--- src/sv/jst_pkg.sv ---
`timescale 1ns / 1ps

package jst_pkg;

  // Parameter defaults
  localparam int unsigned SLOTS_DEF     = 8;
  localparam int unsigned MAX_BYTES_DEF = 256;
  localparam int unsigned ID_BITS_DEF   = 32;

  // Fixed port widths
  localparam int unsigned IO_ID_W    = 32;
  localparam int unsigned SIZE_W     = 9;
  localparam int unsigned SIZE_CMP_W = 17;
  localparam int unsigned PADDR_W    = 3;
  localparam int unsigned PDATA_W    = 32;

  // Request queue between front and back
  localparam int unsigned QUEUE_DEPTH = 2;

  // Register index as seen on paddr[2]
  localparam logic REG_IDX_ENABLE = 1'b0;

  typedef enum logic [2:0] {
    REQ_SUBMIT,
    REQ_STATUS,
    REQ_RETRY,
    REQ_RELEASE,
    REQ_SIZE_CHECK,
    REQ_CAPACITY,
    REQ_DISPATCH,
    REQ_COMPLETE
  } req_e;

  typedef enum logic [1:0] {
    ST_FREE,
    ST_PEND,
    ST_DONE,
    ST_FAIL
  } slot_st_e;

  typedef enum logic [1:0] {
    BK_IDLE,
    BK_SCAN,
    BK_FINISH
  } bk_state_e;

  // Classified request as it travels from front to back
  typedef struct packed {
    req_e              req;
    logic [IO_ID_W-1:0] job_id;
    logic [SIZE_W-1:0] job_size;
    logic              success;
    logic              size_ok;
  } item_t;

endpackage

--- src/sv/job_slot_tracker.sv ---
// Job slot tracker: a table of SLOTS job slots (id, size, status).
// Request channel: in_valid_i/in_ready_o carry req_type_i, job_id_i,
// job_size_i and success_i; every request gives exactly one result on
// out_valid_o/out_ready_i as ok_o, out_id_o and job_status_o, in order.
// Configuration: APB-style port, register enable at byte address 0,
// written in the access phase, pready always high, readable.
// An accepted request passes the queue and the back end's pick-up,
// scan and write-back steps before its result is registered.
// The back end takes a new request only when done with the last one;
// its scan reads the id/size memory one slot per cycle, followed by
// a write-back step and a pick-up step.
// A two-entry queue after the front end takes up to two further
// requests while the back end works or a result waits.
// Receiver stall: the result register holds its item; the back end waits
// in its write-back step and the queue fills, then in_ready_o drops.
// Reset: all slots free, next id one, no job running, enable off;
// id and size entries are not cleared and need no clearing pass.
`timescale 1ns / 1ps

module job_slot_tracker import jst_pkg::*; #(
  parameter int unsigned SLOTS     = SLOTS_DEF,
  parameter int unsigned MAX_BYTES = MAX_BYTES_DEF,
  parameter int unsigned ID_BITS   = ID_BITS_DEF
) (
  input  logic               clk_i,
  input  logic               rst_ni,
  input  logic               in_valid_i,
  output logic               in_ready_o,
  input  logic [2:0]         req_type_i,
  input  logic [IO_ID_W-1:0] job_id_i,
  input  logic [SIZE_W-1:0]  job_size_i,
  input  logic               success_i,
  output logic               out_valid_o,
  input  logic               out_ready_i,
  output logic               ok_o,
  output logic [IO_ID_W-1:0] out_id_o,
  output logic [1:0]         job_status_o,
  input  logic               psel,
  input  logic               penable,
  input  logic               pwrite,
  input  logic [PADDR_W-1:0] paddr,
  input  logic [PDATA_W-1:0] pwdata,
  output logic [PDATA_W-1:0] prdata,
  output logic               pready
);

  logic  enable_q;
  logic  cfg_wr;
  logic  push_valid;
  logic  push_ready;
  item_t push_item;
  logic  pop_valid;
  logic  pop_ready;
  item_t pop_item;

  // Register write in the access phase
  assign pready = 1'b1;
  assign cfg_wr = psel && penable && pwrite && pready && (paddr[2] == REG_IDX_ENABLE);

  always_ff @(posedge clk_i or negedge rst_ni) begin
    if (!rst_ni) begin
      enable_q <= 1'b0;
    end else if (cfg_wr) begin
      enable_q <= pwdata[0];
    end
  end

  // Read back
  assign prdata = (paddr[2] == REG_IDX_ENABLE) ? PDATA_W'(enable_q) : '0;

  jst_front #(
    .MAX_BYTES (MAX_BYTES)
  ) u_front (
    .in_valid_i   (in_valid_i),
    .in_ready_o   (in_ready_o),
    .req_type_i   (req_type_i),
    .job_id_i     (job_id_i),
    .job_size_i   (job_size_i),
    .success_i    (success_i),
    .push_valid_o (push_valid),
    .push_ready_i (push_ready),
    .push_item_o  (push_item)
  );

  jst_queue u_queue (
    .clk_i        (clk_i),
    .rst_ni       (rst_ni),
    .push_valid_i (push_valid),
    .push_ready_o (push_ready),
    .push_item_i  (push_item),
    .pop_valid_o  (pop_valid),
    .pop_ready_i  (pop_ready),
    .pop_item_o   (pop_item)
  );

  jst_back #(
    .SLOTS   (SLOTS),
    .ID_BITS (ID_BITS)
  ) u_back (
    .clk_i        (clk_i),
    .rst_ni       (rst_ni),
    .enable_i     (enable_q),
    .pop_valid_i  (pop_valid),
    .pop_ready_o  (pop_ready),
    .pop_item_i   (pop_item),
    .out_valid_o  (out_valid_o),
    .out_ready_i  (out_ready_i),
    .ok_o         (ok_o),
    .out_id_o     (out_id_o),
    .job_status_o (job_status_o)
  );

endmodule

--- src/sv/jst_front.sv ---
`timescale 1ns / 1ps

module jst_front import jst_pkg::*; #(
  parameter int unsigned MAX_BYTES = MAX_BYTES_DEF
) (
  input  logic               in_valid_i,
  output logic               in_ready_o,
  input  logic [2:0]         req_type_i,
  input  logic [IO_ID_W-1:0] job_id_i,
  input  logic [SIZE_W-1:0]  job_size_i,
  input  logic               success_i,
  output logic               push_valid_o,
  input  logic               push_ready_i,
  output item_t              push_item_o
);

  logic [SIZE_CMP_W-1:0] size_ext;

  // Check the submit size range up front
  assign size_ext = SIZE_CMP_W'(job_size_i);

  always_comb begin
    push_item_o.req      = req_e'(req_type_i);
    push_item_o.job_id   = job_id_i;
    push_item_o.job_size = job_size_i;
    push_item_o.success  = success_i;
    push_item_o.size_ok  = (job_size_i != '0) && (size_ext <= SIZE_CMP_W'(MAX_BYTES));
  end

  // Accept whenever the queue has room
  assign push_valid_o = in_valid_i;
  assign in_ready_o   = push_ready_i;

endmodule

--- src/sv/jst_queue.sv ---
`timescale 1ns / 1ps

module jst_queue import jst_pkg::*; (
  input  logic  clk_i,
  input  logic  rst_ni,
  input  logic  push_valid_i,
  output logic  push_ready_o,
  input  item_t push_item_i,
  output logic  pop_valid_o,
  input  logic  pop_ready_i,
  output item_t pop_item_o
);

  localparam int unsigned PW   = (QUEUE_DEPTH > 1) ? $clog2(QUEUE_DEPTH) : 1;
  localparam int unsigned CNTW = $clog2(QUEUE_DEPTH + 1);

  item_t            q_mem [QUEUE_DEPTH];
  logic [PW-1:0]    wr_ptr_q, wr_ptr_d;
  logic [PW-1:0]    rd_ptr_q, rd_ptr_d;
  logic [CNTW-1:0]  cnt_q, cnt_d;
  logic             push;
  logic             pop;

  assign push_ready_o = (cnt_q != CNTW'(QUEUE_DEPTH));
  assign pop_valid_o  = (cnt_q != '0);
  assign pop_item_o   = q_mem[rd_ptr_q];
  assign push         = push_valid_i && push_ready_o;
  assign pop          = pop_valid_o && pop_ready_i;

  // Advance pointers with wrap and track fill level
  always_comb begin
    wr_ptr_d = wr_ptr_q;
    rd_ptr_d = rd_ptr_q;
    cnt_d    = cnt_q;
    if (push) begin
      wr_ptr_d = (wr_ptr_q == PW'(QUEUE_DEPTH - 1)) ? '0 : wr_ptr_q + 1'b1;
    end
    if (pop) begin
      rd_ptr_d = (rd_ptr_q == PW'(QUEUE_DEPTH - 1)) ? '0 : rd_ptr_q + 1'b1;
    end
    if (push && !pop) begin
      cnt_d = cnt_q + 1'b1;
    end else if (pop && !push) begin
      cnt_d = cnt_q - 1'b1;
    end
  end

  always_ff @(posedge clk_i or negedge rst_ni) begin
    if (!rst_ni) begin
      wr_ptr_q <= '0;
      rd_ptr_q <= '0;
      cnt_q    <= '0;
    end else begin
      wr_ptr_q <= wr_ptr_d;
      rd_ptr_q <= rd_ptr_d;
      cnt_q    <= cnt_d;
    end
  end

  // Store the item
  always_ff @(posedge clk_i) begin
    if (push) begin
      q_mem[wr_ptr_q] <= push_item_i;
    end
  end

endmodule

--- src/sv/jst_back.sv ---
`timescale 1ns / 1ps

module jst_back import jst_pkg::*; #(
  parameter int unsigned SLOTS   = SLOTS_DEF,
  parameter int unsigned ID_BITS = ID_BITS_DEF
) (
  input  logic               clk_i,
  input  logic               rst_ni,
  input  logic               enable_i,
  input  logic               pop_valid_i,
  output logic               pop_ready_o,
  input  item_t              pop_item_i,
  output logic               out_valid_o,
  input  logic               out_ready_i,
  output logic               ok_o,
  output logic [IO_ID_W-1:0] out_id_o,
  output logic [1:0]         job_status_o
);

  localparam int unsigned IW = (SLOTS > 1) ? $clog2(SLOTS) : 1;
  localparam int unsigned CW = $clog2(SLOTS + 1);
  localparam int unsigned XW = (ID_BITS > IO_ID_W) ? ID_BITS : IO_ID_W;
  localparam int unsigned EW = ID_BITS + SIZE_W;

  bk_state_e state_q, state_d;

  // Current request
  item_t cur_q;

  // Slot table: id and size in memory, status in flops
  logic [EW-1:0] tbl_mem [SLOTS];
  logic [EW-1:0] tbl_rd_q;
  slot_st_e      slot_st_q [SLOTS];
  slot_st_e      st_rd_q;

  logic [CW-1:0] scan_q;
  logic [IW-1:0] scan_idx;
  logic          ev_vld_q;
  logic [IW-1:0] ev_idx_q;

  // Scan findings
  logic               free_fnd_q;
  logic [IW-1:0]      free_idx_q;
  logic               hit_fnd_q;
  logic [IW-1:0]      hit_idx_q;
  slot_st_e           hit_st_q;
  logic [SIZE_W-1:0]  hit_size_q;
  logic               cand_fnd_q;
  logic [IW-1:0]      cand_idx_q;
  logic [ID_BITS-1:0] cand_id_q;
  logic               cand_pend_q;
  logic [ID_BITS-1:0] bsy_id_q;

  logic [ID_BITS-1:0] next_id_q;
  logic               busy_q;
  logic [IW-1:0]      busy_slot_q;

  // Result register
  logic               out_vld_q;
  logic               res_ok_q;
  logic [IO_ID_W-1:0] res_id_q;
  slot_st_e           res_st_q;

  logic               start;
  logic               rd_issue;
  logic               scan_done;
  logic               res_free;
  logic               commit;

  logic [XW-1:0]      key_ext;
  logic [ID_BITS-1:0] key;
  logic [ID_BITS-1:0] ev_id;
  logic [SIZE_W-1:0]  ev_size;
  logic               ev_free;
  logic               ev_hit;
  logic               ev_run;

  logic               res_ok;
  logic [ID_BITS-1:0] res_oid;
  slot_st_e           res_st;
  logic [XW-1:0]      oid_ext;
  logic               wr_tbl;
  logic               st_wr;
  logic [IW-1:0]      st_wr_idx;
  slot_st_e           st_wr_val;
  logic               id_adv;
  logic               set_busy;
  logic               clr_busy;

  assign key_ext  = XW'(cur_q.job_id);
  assign key      = key_ext[ID_BITS-1:0];
  assign scan_idx = scan_q[IW-1:0];
  assign res_free = !out_vld_q || out_ready_i;
  assign scan_done = (scan_q == CW'(SLOTS)) && ev_vld_q;

  // Next state
  always_comb begin
    state_d = state_q;
    unique case (state_q)
      BK_IDLE:   if (pop_valid_i) state_d = BK_SCAN;
      BK_SCAN:   if (scan_done) state_d = BK_FINISH;
      BK_FINISH: if (res_free) state_d = BK_IDLE;
      default:   state_d = BK_IDLE;
    endcase
  end

  // State outputs
  always_comb begin
    pop_ready_o = 1'b0;
    rd_issue    = 1'b0;
    commit      = 1'b0;
    unique case (state_q)
      BK_IDLE:   pop_ready_o = 1'b1;
      BK_SCAN:   rd_issue    = (scan_q != CW'(SLOTS));
      BK_FINISH: commit      = res_free;
      default:   pop_ready_o = 1'b0;
    endcase
  end

  assign start = pop_valid_i && pop_ready_o;

  // Classify the entry read in the previous cycle
  assign ev_id   = tbl_rd_q[EW-1:SIZE_W];
  assign ev_size = tbl_rd_q[SIZE_W-1:0];
  assign ev_free = (st_rd_q == ST_FREE);
  assign ev_hit  = !ev_free && (ev_id == key);
  assign ev_run  = (st_rd_q == ST_PEND) || (st_rd_q == ST_FAIL);

  // Carry out the request from the scan findings
  always_comb begin
    res_ok    = 1'b0;
    res_oid   = '0;
    res_st    = ST_FREE;
    wr_tbl    = 1'b0;
    st_wr     = 1'b0;
    st_wr_idx = hit_idx_q;
    st_wr_val = ST_FREE;
    id_adv    = 1'b0;
    set_busy  = 1'b0;
    clr_busy  = 1'b0;
    unique case (cur_q.req)
      REQ_SUBMIT: begin
        if (cur_q.size_ok && enable_i && (next_id_q != '0) && free_fnd_q) begin
          wr_tbl    = 1'b1;
          st_wr     = 1'b1;
          st_wr_idx = free_idx_q;
          st_wr_val = ST_PEND;
          id_adv    = 1'b1;
          res_ok    = 1'b1;
          res_oid   = next_id_q;
          res_st    = ST_PEND;
        end
      end
      REQ_STATUS: begin
        if (hit_fnd_q) begin
          res_ok = 1'b1;
          res_st = hit_st_q;
        end
      end
      REQ_RETRY: begin
        if (hit_fnd_q) begin
          res_st = hit_st_q;
          if (hit_st_q == ST_FAIL) begin
            st_wr     = 1'b1;
            st_wr_val = ST_PEND;
            res_ok    = 1'b1;
            res_st    = ST_PEND;
          end
        end
      end
      REQ_RELEASE: begin
        if (hit_fnd_q) begin
          res_st = hit_st_q;
          if (hit_st_q == ST_DONE) begin
            st_wr     = 1'b1;
            st_wr_val = ST_FREE;
            res_ok    = 1'b1;
            res_st    = ST_FREE;
          end
        end
      end
      REQ_SIZE_CHECK: begin
        if (hit_fnd_q) begin
          res_st = hit_st_q;
          res_ok = (hit_st_q == ST_DONE) && (hit_size_q == cur_q.job_size);
        end
      end
      REQ_CAPACITY: begin
        res_ok = enable_i && free_fnd_q;
      end
      REQ_DISPATCH: begin
        // a failed job with the lowest id holds back all later ones
        if (!busy_q && cand_fnd_q && cand_pend_q) begin
          set_busy = 1'b1;
          res_ok   = 1'b1;
          res_oid  = cand_id_q;
          res_st   = ST_PEND;
        end
      end
      REQ_COMPLETE: begin
        if (busy_q) begin
          st_wr     = 1'b1;
          st_wr_idx = busy_slot_q;
          st_wr_val = cur_q.success ? ST_DONE : ST_FAIL;
          clr_busy  = 1'b1;
          res_ok    = 1'b1;
          res_oid   = bsy_id_q;
          res_st    = st_wr_val;
        end
      end
      default: res_ok = 1'b0;
    endcase
  end

  assign oid_ext = XW'(res_oid);

  // Control state
  always_ff @(posedge clk_i or negedge rst_ni) begin
    if (!rst_ni) begin
      state_q     <= BK_IDLE;
      scan_q      <= '0;
      ev_vld_q    <= 1'b0;
      free_fnd_q  <= 1'b0;
      hit_fnd_q   <= 1'b0;
      cand_fnd_q  <= 1'b0;
      next_id_q   <= ID_BITS'(1);
      busy_q      <= 1'b0;
      busy_slot_q <= '0;
      out_vld_q   <= 1'b0;
      for (int i = 0; i < SLOTS; i++) begin
        slot_st_q[i] <= ST_FREE;
      end
    end else begin
      state_q  <= state_d;
      ev_vld_q <= rd_issue;
      if (start) begin
        scan_q     <= '0;
        free_fnd_q <= 1'b0;
        hit_fnd_q  <= 1'b0;
        cand_fnd_q <= 1'b0;
      end else begin
        if (rd_issue) begin
          scan_q <= scan_q + 1'b1;
        end
        if (ev_vld_q && ev_free) begin
          free_fnd_q <= 1'b1;
        end
        if (ev_vld_q && ev_hit) begin
          hit_fnd_q <= 1'b1;
        end
        if (ev_vld_q && ev_run) begin
          cand_fnd_q <= 1'b1;
        end
      end
      if (commit) begin
        if (st_wr) begin
          slot_st_q[st_wr_idx] <= st_wr_val;
        end
        if (id_adv) begin
          next_id_q <= next_id_q + 1'b1;
        end
        if (set_busy) begin
          busy_q      <= 1'b1;
          busy_slot_q <= cand_idx_q;
        end else if (clr_busy) begin
          busy_q <= 1'b0;
        end
      end
      if (commit) begin
        out_vld_q <= 1'b1;
      end else if (out_ready_i) begin
        out_vld_q <= 1'b0;
      end
    end
  end

  // Payload: table, reads, findings, result
  always_ff @(posedge clk_i) begin
    if (start) begin
      cur_q <= pop_item_i;
    end
    if (rd_issue) begin
      tbl_rd_q <= tbl_mem[scan_idx];
      st_rd_q  <= slot_st_q[scan_idx];
      ev_idx_q <= scan_idx;
    end
    if (ev_vld_q && ev_free && !free_fnd_q) begin
      free_idx_q <= ev_idx_q;
    end
    if (ev_vld_q && ev_hit && !hit_fnd_q) begin
      hit_idx_q  <= ev_idx_q;
      hit_st_q   <= st_rd_q;
      hit_size_q <= ev_size;
    end
    if (ev_vld_q && ev_run && (!cand_fnd_q || (ev_id < cand_id_q))) begin
      cand_idx_q  <= ev_idx_q;
      cand_id_q   <= ev_id;
      cand_pend_q <= (st_rd_q == ST_PEND);
    end
    if (ev_vld_q && (ev_idx_q == busy_slot_q)) begin
      bsy_id_q <= ev_id;
    end
    if (commit && wr_tbl) begin
      tbl_mem[free_idx_q] <= {next_id_q, cur_q.job_size};
    end
    if (commit) begin
      res_ok_q <= res_ok;
      res_id_q <= oid_ext[IO_ID_W-1:0];
      res_st_q <= res_st;
    end
  end

  assign out_valid_o  = out_vld_q;
  assign ok_o         = res_ok_q;
  assign out_id_o     = res_id_q;
  assign job_status_o = res_st_q;

endmodule

--- config.mk ---
export PLATFORM = sky130hd
export DESIGN_NAME = job_slot_tracker
export DESIGN_NICKNAME = d
export VERILOG_FILES = /design/src/sv/jst_pkg.sv /design/src/sv/job_slot_tracker.sv /design/src/sv/jst_front.sv /design/src/sv/jst_queue.sv /design/src/sv/jst_back.sv
export SDC_FILE = /design/constraint.sdc
export NUM_CORES = 1
export LEC_CHECK = 0
export BUFFER_PORTS_ARGS = -buffer_cell sky130_fd_sc_hd__buf_2
export CORE_UTILIZATION = 56
export CTS_BUF_LIST = sky130_fd_sc_hd__clkbuf_8
export DETAILED_ROUTE_END_ITERATION = 8
export PLACE_DENSITY = 0.74
export SETUP_SLACK_MARGIN = 0.4
export SLEW_MARGIN = 20
export SYNTH_ARGS = -nofsm -noshare
export SYNTH_HDL_FRONTEND = slang
export SYNTH_SLANG_ARGS = --single-unit
--- constraint.sdc ---
create_clock -name clk_i -period 9.2 [get_ports clk_i]
set_input_delay 0.46 -clock clk_i [delete_from_list [all_inputs] [get_ports clk_i]]
set_output_delay 0.46 -clock clk_i [all_outputs]
set_load 0.05 [all_outputs]
==> qor.log <==
INFO  outcome        status=complete, no violations
INFO  power_and_ir_drop fraction_of_power_consumed_by_combinational_cells=0.183
INFO  logic_synthesis syn-mean-instance-area=19.0um^2
INFO  sta            final_setup_violation_count=0
INFO  floorplanning  die_h=223um
INFO  cells_and_area post-route-util=0.650
INFO  cells_and_area drive_above_1_share=0.271
INFO  logic_synthesis dominantRegCellSynth=edfxtp_1
INFO  drt            route.detailed.vias_per_inst=5.90
INFO  logic_synthesis syn_area=0.0275mm^2
INFO  drt            wire_length_per_cell_after_detailed_routing=23.3um
INFO  place          globalplace.congestion=0.808
INFO  sta            tightest_slew=948ps
INFO  logic_synthesis ys_top_cells_by_area=edfxtp_1 (69%), mux4_2 (7.1%), dfrtp_1 (6.1%)
INFO  place          detailedPlacementHpwl=33400um
INFO  clock_tree     cts.sinks=700
INFO  global_route   grt_pass1_wl=84200um
INFO  drt            remaining_drc_errors=0
INFO  global_route   grt_usage=0.227
INFO  global_route   antenna_found_initial=0
INFO  global_route   grt_max_degree=69
INFO  power_and_ir_drop p_int=6.10mW
INFO  logic_synthesis synth_top_area_share=0.691
INFO  power_and_ir_drop vdd_drop_max=0.403mV
INFO  clock_tree     clock-root-buffer=clkbuf_8
INFO  critical_path  worstSetupPathType=reg -> reg
INFO  global_route   gr-total-overflow=0
INFO  cells_and_area fin_nets=1793
INFO  logic_synthesis synth.top_cells.by_count=edfxtp_1 (632), mux2_2 (104), mux4_2 (86)
INFO  critical_path  critPathLaunchType=flip-flop
INFO  run            max_cap_violations=0
INFO  cells_and_area flow.area_growth_from_synthesis=13.7%
INFO  clock_tree     cts_made_buffers=104
INFO  floorplanning  initial_utilization=0.572
INFO  sta            hold_viol=0
INFO  floorplanning  rows=80
INFO  drt            first_pass_iters=8
INFO  critical_path  critical_path.max_fanout=41
INFO  power_and_ir_drop power_density=277mW/mm^2
INFO  sta            fin_crit=3830ps
INFO  logic_synthesis ys_ff_latch=700
INFO  clock_tree     cts_post_setup_buffers_inserted=0
INFO  logic_synthesis synth_enable_flop_cells=632
INFO  logic_synthesis synthDistinctLibCells=60
INFO  critical_path  category_of_the_worst_setup_path_capture_point=flip-flop
INFO  floorplanning  placeableCoreArea=0.0480mm^2
INFO  clock_tree     cts_buffer_depth=3
INFO  drt            via_count=14000
INFO  drt            postRouteWirelength=55300um
INFO  logic_synthesis post-synth-top-count-cell=edfxtp_1
INFO  hold_path      worstHoldPathType=in -> reg
INFO  clock_tree     tritoncts=built
INFO  power_and_ir_drop power.share.switching=0.296
INFO  sta            totalNegativeSetupSlack=0ps
INFO  critical_path  critical_path_arrival=4160ps
INFO  place          port_buffers=91
INFO  cells_and_area n_antenna_cell=0
INFO  sta            max_clock_skew=23.9ps
INFO  logic_synthesis synth_sequential_area_ratio=0.753
INFO  sta            period_share=0.416
INFO  drt            drt-initial-drc-count=1528
INFO  global_route   grt_pass1_vias=14400
INFO  floorplanning  die_extent_in_x=223um
INFO  floorplanning  io_pins=157
INFO  critical_path  worst-endpoint-required=9530ps
INFO  drt            detail-route-antenna-nets=0
INFO  clock_tree     htree_num_levels=3
INFO  sta            fmaxAchievable=261MHz
INFO  floorplanning  die_ar=0.0499mm^2
INFO  sta            timing.slew.headroom=0.368
INFO  clock_tree     cts.clk_slew.worst_paths=60ps
INFO  power_and_ir_drop sequential_power_share=0.536
INFO  logic_synthesis yosys.area.top_type=edfxtp_1
INFO  logic_synthesis asyncSetResetFlopFracSynth=0.0971
INFO  sta            finalMaxSlewViolations=0
INFO  logic_synthesis synth.yosys.warnings=0
INFO  sta            unrepaired_setup_endpoints_after_global_routing=no
INFO  clock_tree     clk-insertion-delay-late=680ps
INFO  power_and_ir_drop p_switching=2.56mW
INFO  logic_synthesis synth_instances=1445
INFO  power_and_ir_drop clkPwrFrac=0.282
INFO  power_and_ir_drop p_leak=12.1nW
-- cells in the final DEF (no fill, tap or decap), types with 28 or more instances in the layout --
cell type	n
mux4_2	86
nand4_1	30
inv_1	119
dlygate4sd3_1	47
buf_4	30
a222oi_1	32
xnor2_1	57
nand2_1	38
clkbuf_8	119
xor2_1	28
edfxtp_1	632
conb_1	32
mux2_2	104
dfrtp_1	63
buf_2	91
ha_1	36
-- kinds of logic (layout without fill, tap and decap cells) --
| logic type | after synthesis | in the layout | synth area share |
|---|---|---|---|
| fa+ha+maj | 36 | 36 | 0.0164 |
| xor+xnor | 85 | 85 | 0.0271 |
| other cells | 2 | 32 | 0.000273 |
| compound gates | 88 | 88 | 0.0255 |
| flops | 700 | 700 | 0.753 |
| simple gates | 182 | 182 | 0.0359 |
| mux | 196 | 196 | 0.116 |
| buf+inv | 156 | 440 | 0.0261 |
-- registers in the layout (all words and copies together), names as in the netlist, 9 cells and up --
name and flops:
u_back.key 32, u_back.tbl_rd_q 41, u_back.bsy_id_q 32, u_back.cand_id_q 32
u_back.next_id_q 32, u_back.hit_size_q 9, u_back.slot_st_q 16, u_back.tbl_mem 328
u_back.cur_q 14, u_queue.q_mem 92, u_back.out_id_o 32
-- critical path, stage by stage, from the launching register on --
cell	delay, ps
dfstp_2	710
inv_1	120
ha_1	210
nor4b_2	150
nand4_1	360
o21a_2	210
buf_4	440
nand2_1	420
nor4b_2	410
buf_4	420
-- power by group through the flow --
stage	clock network, mW	registers (mW)	logic [mW]
3_5_place_dp	0	4.70	1.57
6_report	2.44	4.64	1.58
3_3_place_gp	0	4.68	1.54
4_1_cts	2.48	4.64	1.59
5_1_grt	2.61	4.69	1.71
2_1_floorplan	0	4.53	1.16
-- final timing paths --
check | from | to | slack (ps) | cells after the start
min in group asynchronous | rst_ni | u_back.slot_st_q[10] | 540 | 3
worst min register to register | u_back.tbl_rd_q[0] | u_back.hit_size_q[0] | 420 | 0
max in group asynchronous | rst_ni | u_back.scan_q[0] | 7960 | 3
worst min-delay path | out_ready_i | u_back.out_valid_o | 110 | 3
worst max register to register | u_back.next_id_q[0] | u_back.tbl_mem[4][17] | 5370 | 9
worst max-delay path | u_back.next_id_q[0] | u_back.tbl_mem[4][17] | 5370 | 9
-- area by class of cell --
cell class / count / area, um^2
Sequential cell: 700 / 20700
Timing Repair Buffer: 168 / 1150
Clock buffer: 119 / 1640
Clock inverter: 76 / 423
Tap cell: 615 / 769
Multi-Input combinational cell: 619 / 6280
Fill cell: 3197 / 16800
Inverter: 77 / 289
-- through the flow --
stage	cells	setup WS (ps)	power (mW)	hold slack (ps)	cell area (um^2)
floorplan	1475	1810	5.69	164	27600
global placement	2132	5500	6.21	401	28700
detailed placement	2132	5410	6.27	406	28700
CTS	2373	5390	8.71	1.28	31200
global route	2374	5170	9.02	111	31200
finish	2374	5370	8.66	114	31200
-- timing repair --
item | CTS | global route
gates resized for setup | 0 | 0
hold endpoints to repair | 118 | 1
hold buffers | 46 | 1
-- metal layers --
layer	track usage	wire length [um]	up-vias
met1	0.302	21900	7179
met2	0.379	28100	598
met5	0	0	-
li1	-	-	6118
met4	0.0760	1480	0
met3	0.0460	3850	105
Power figures use the tool's default switching activity.
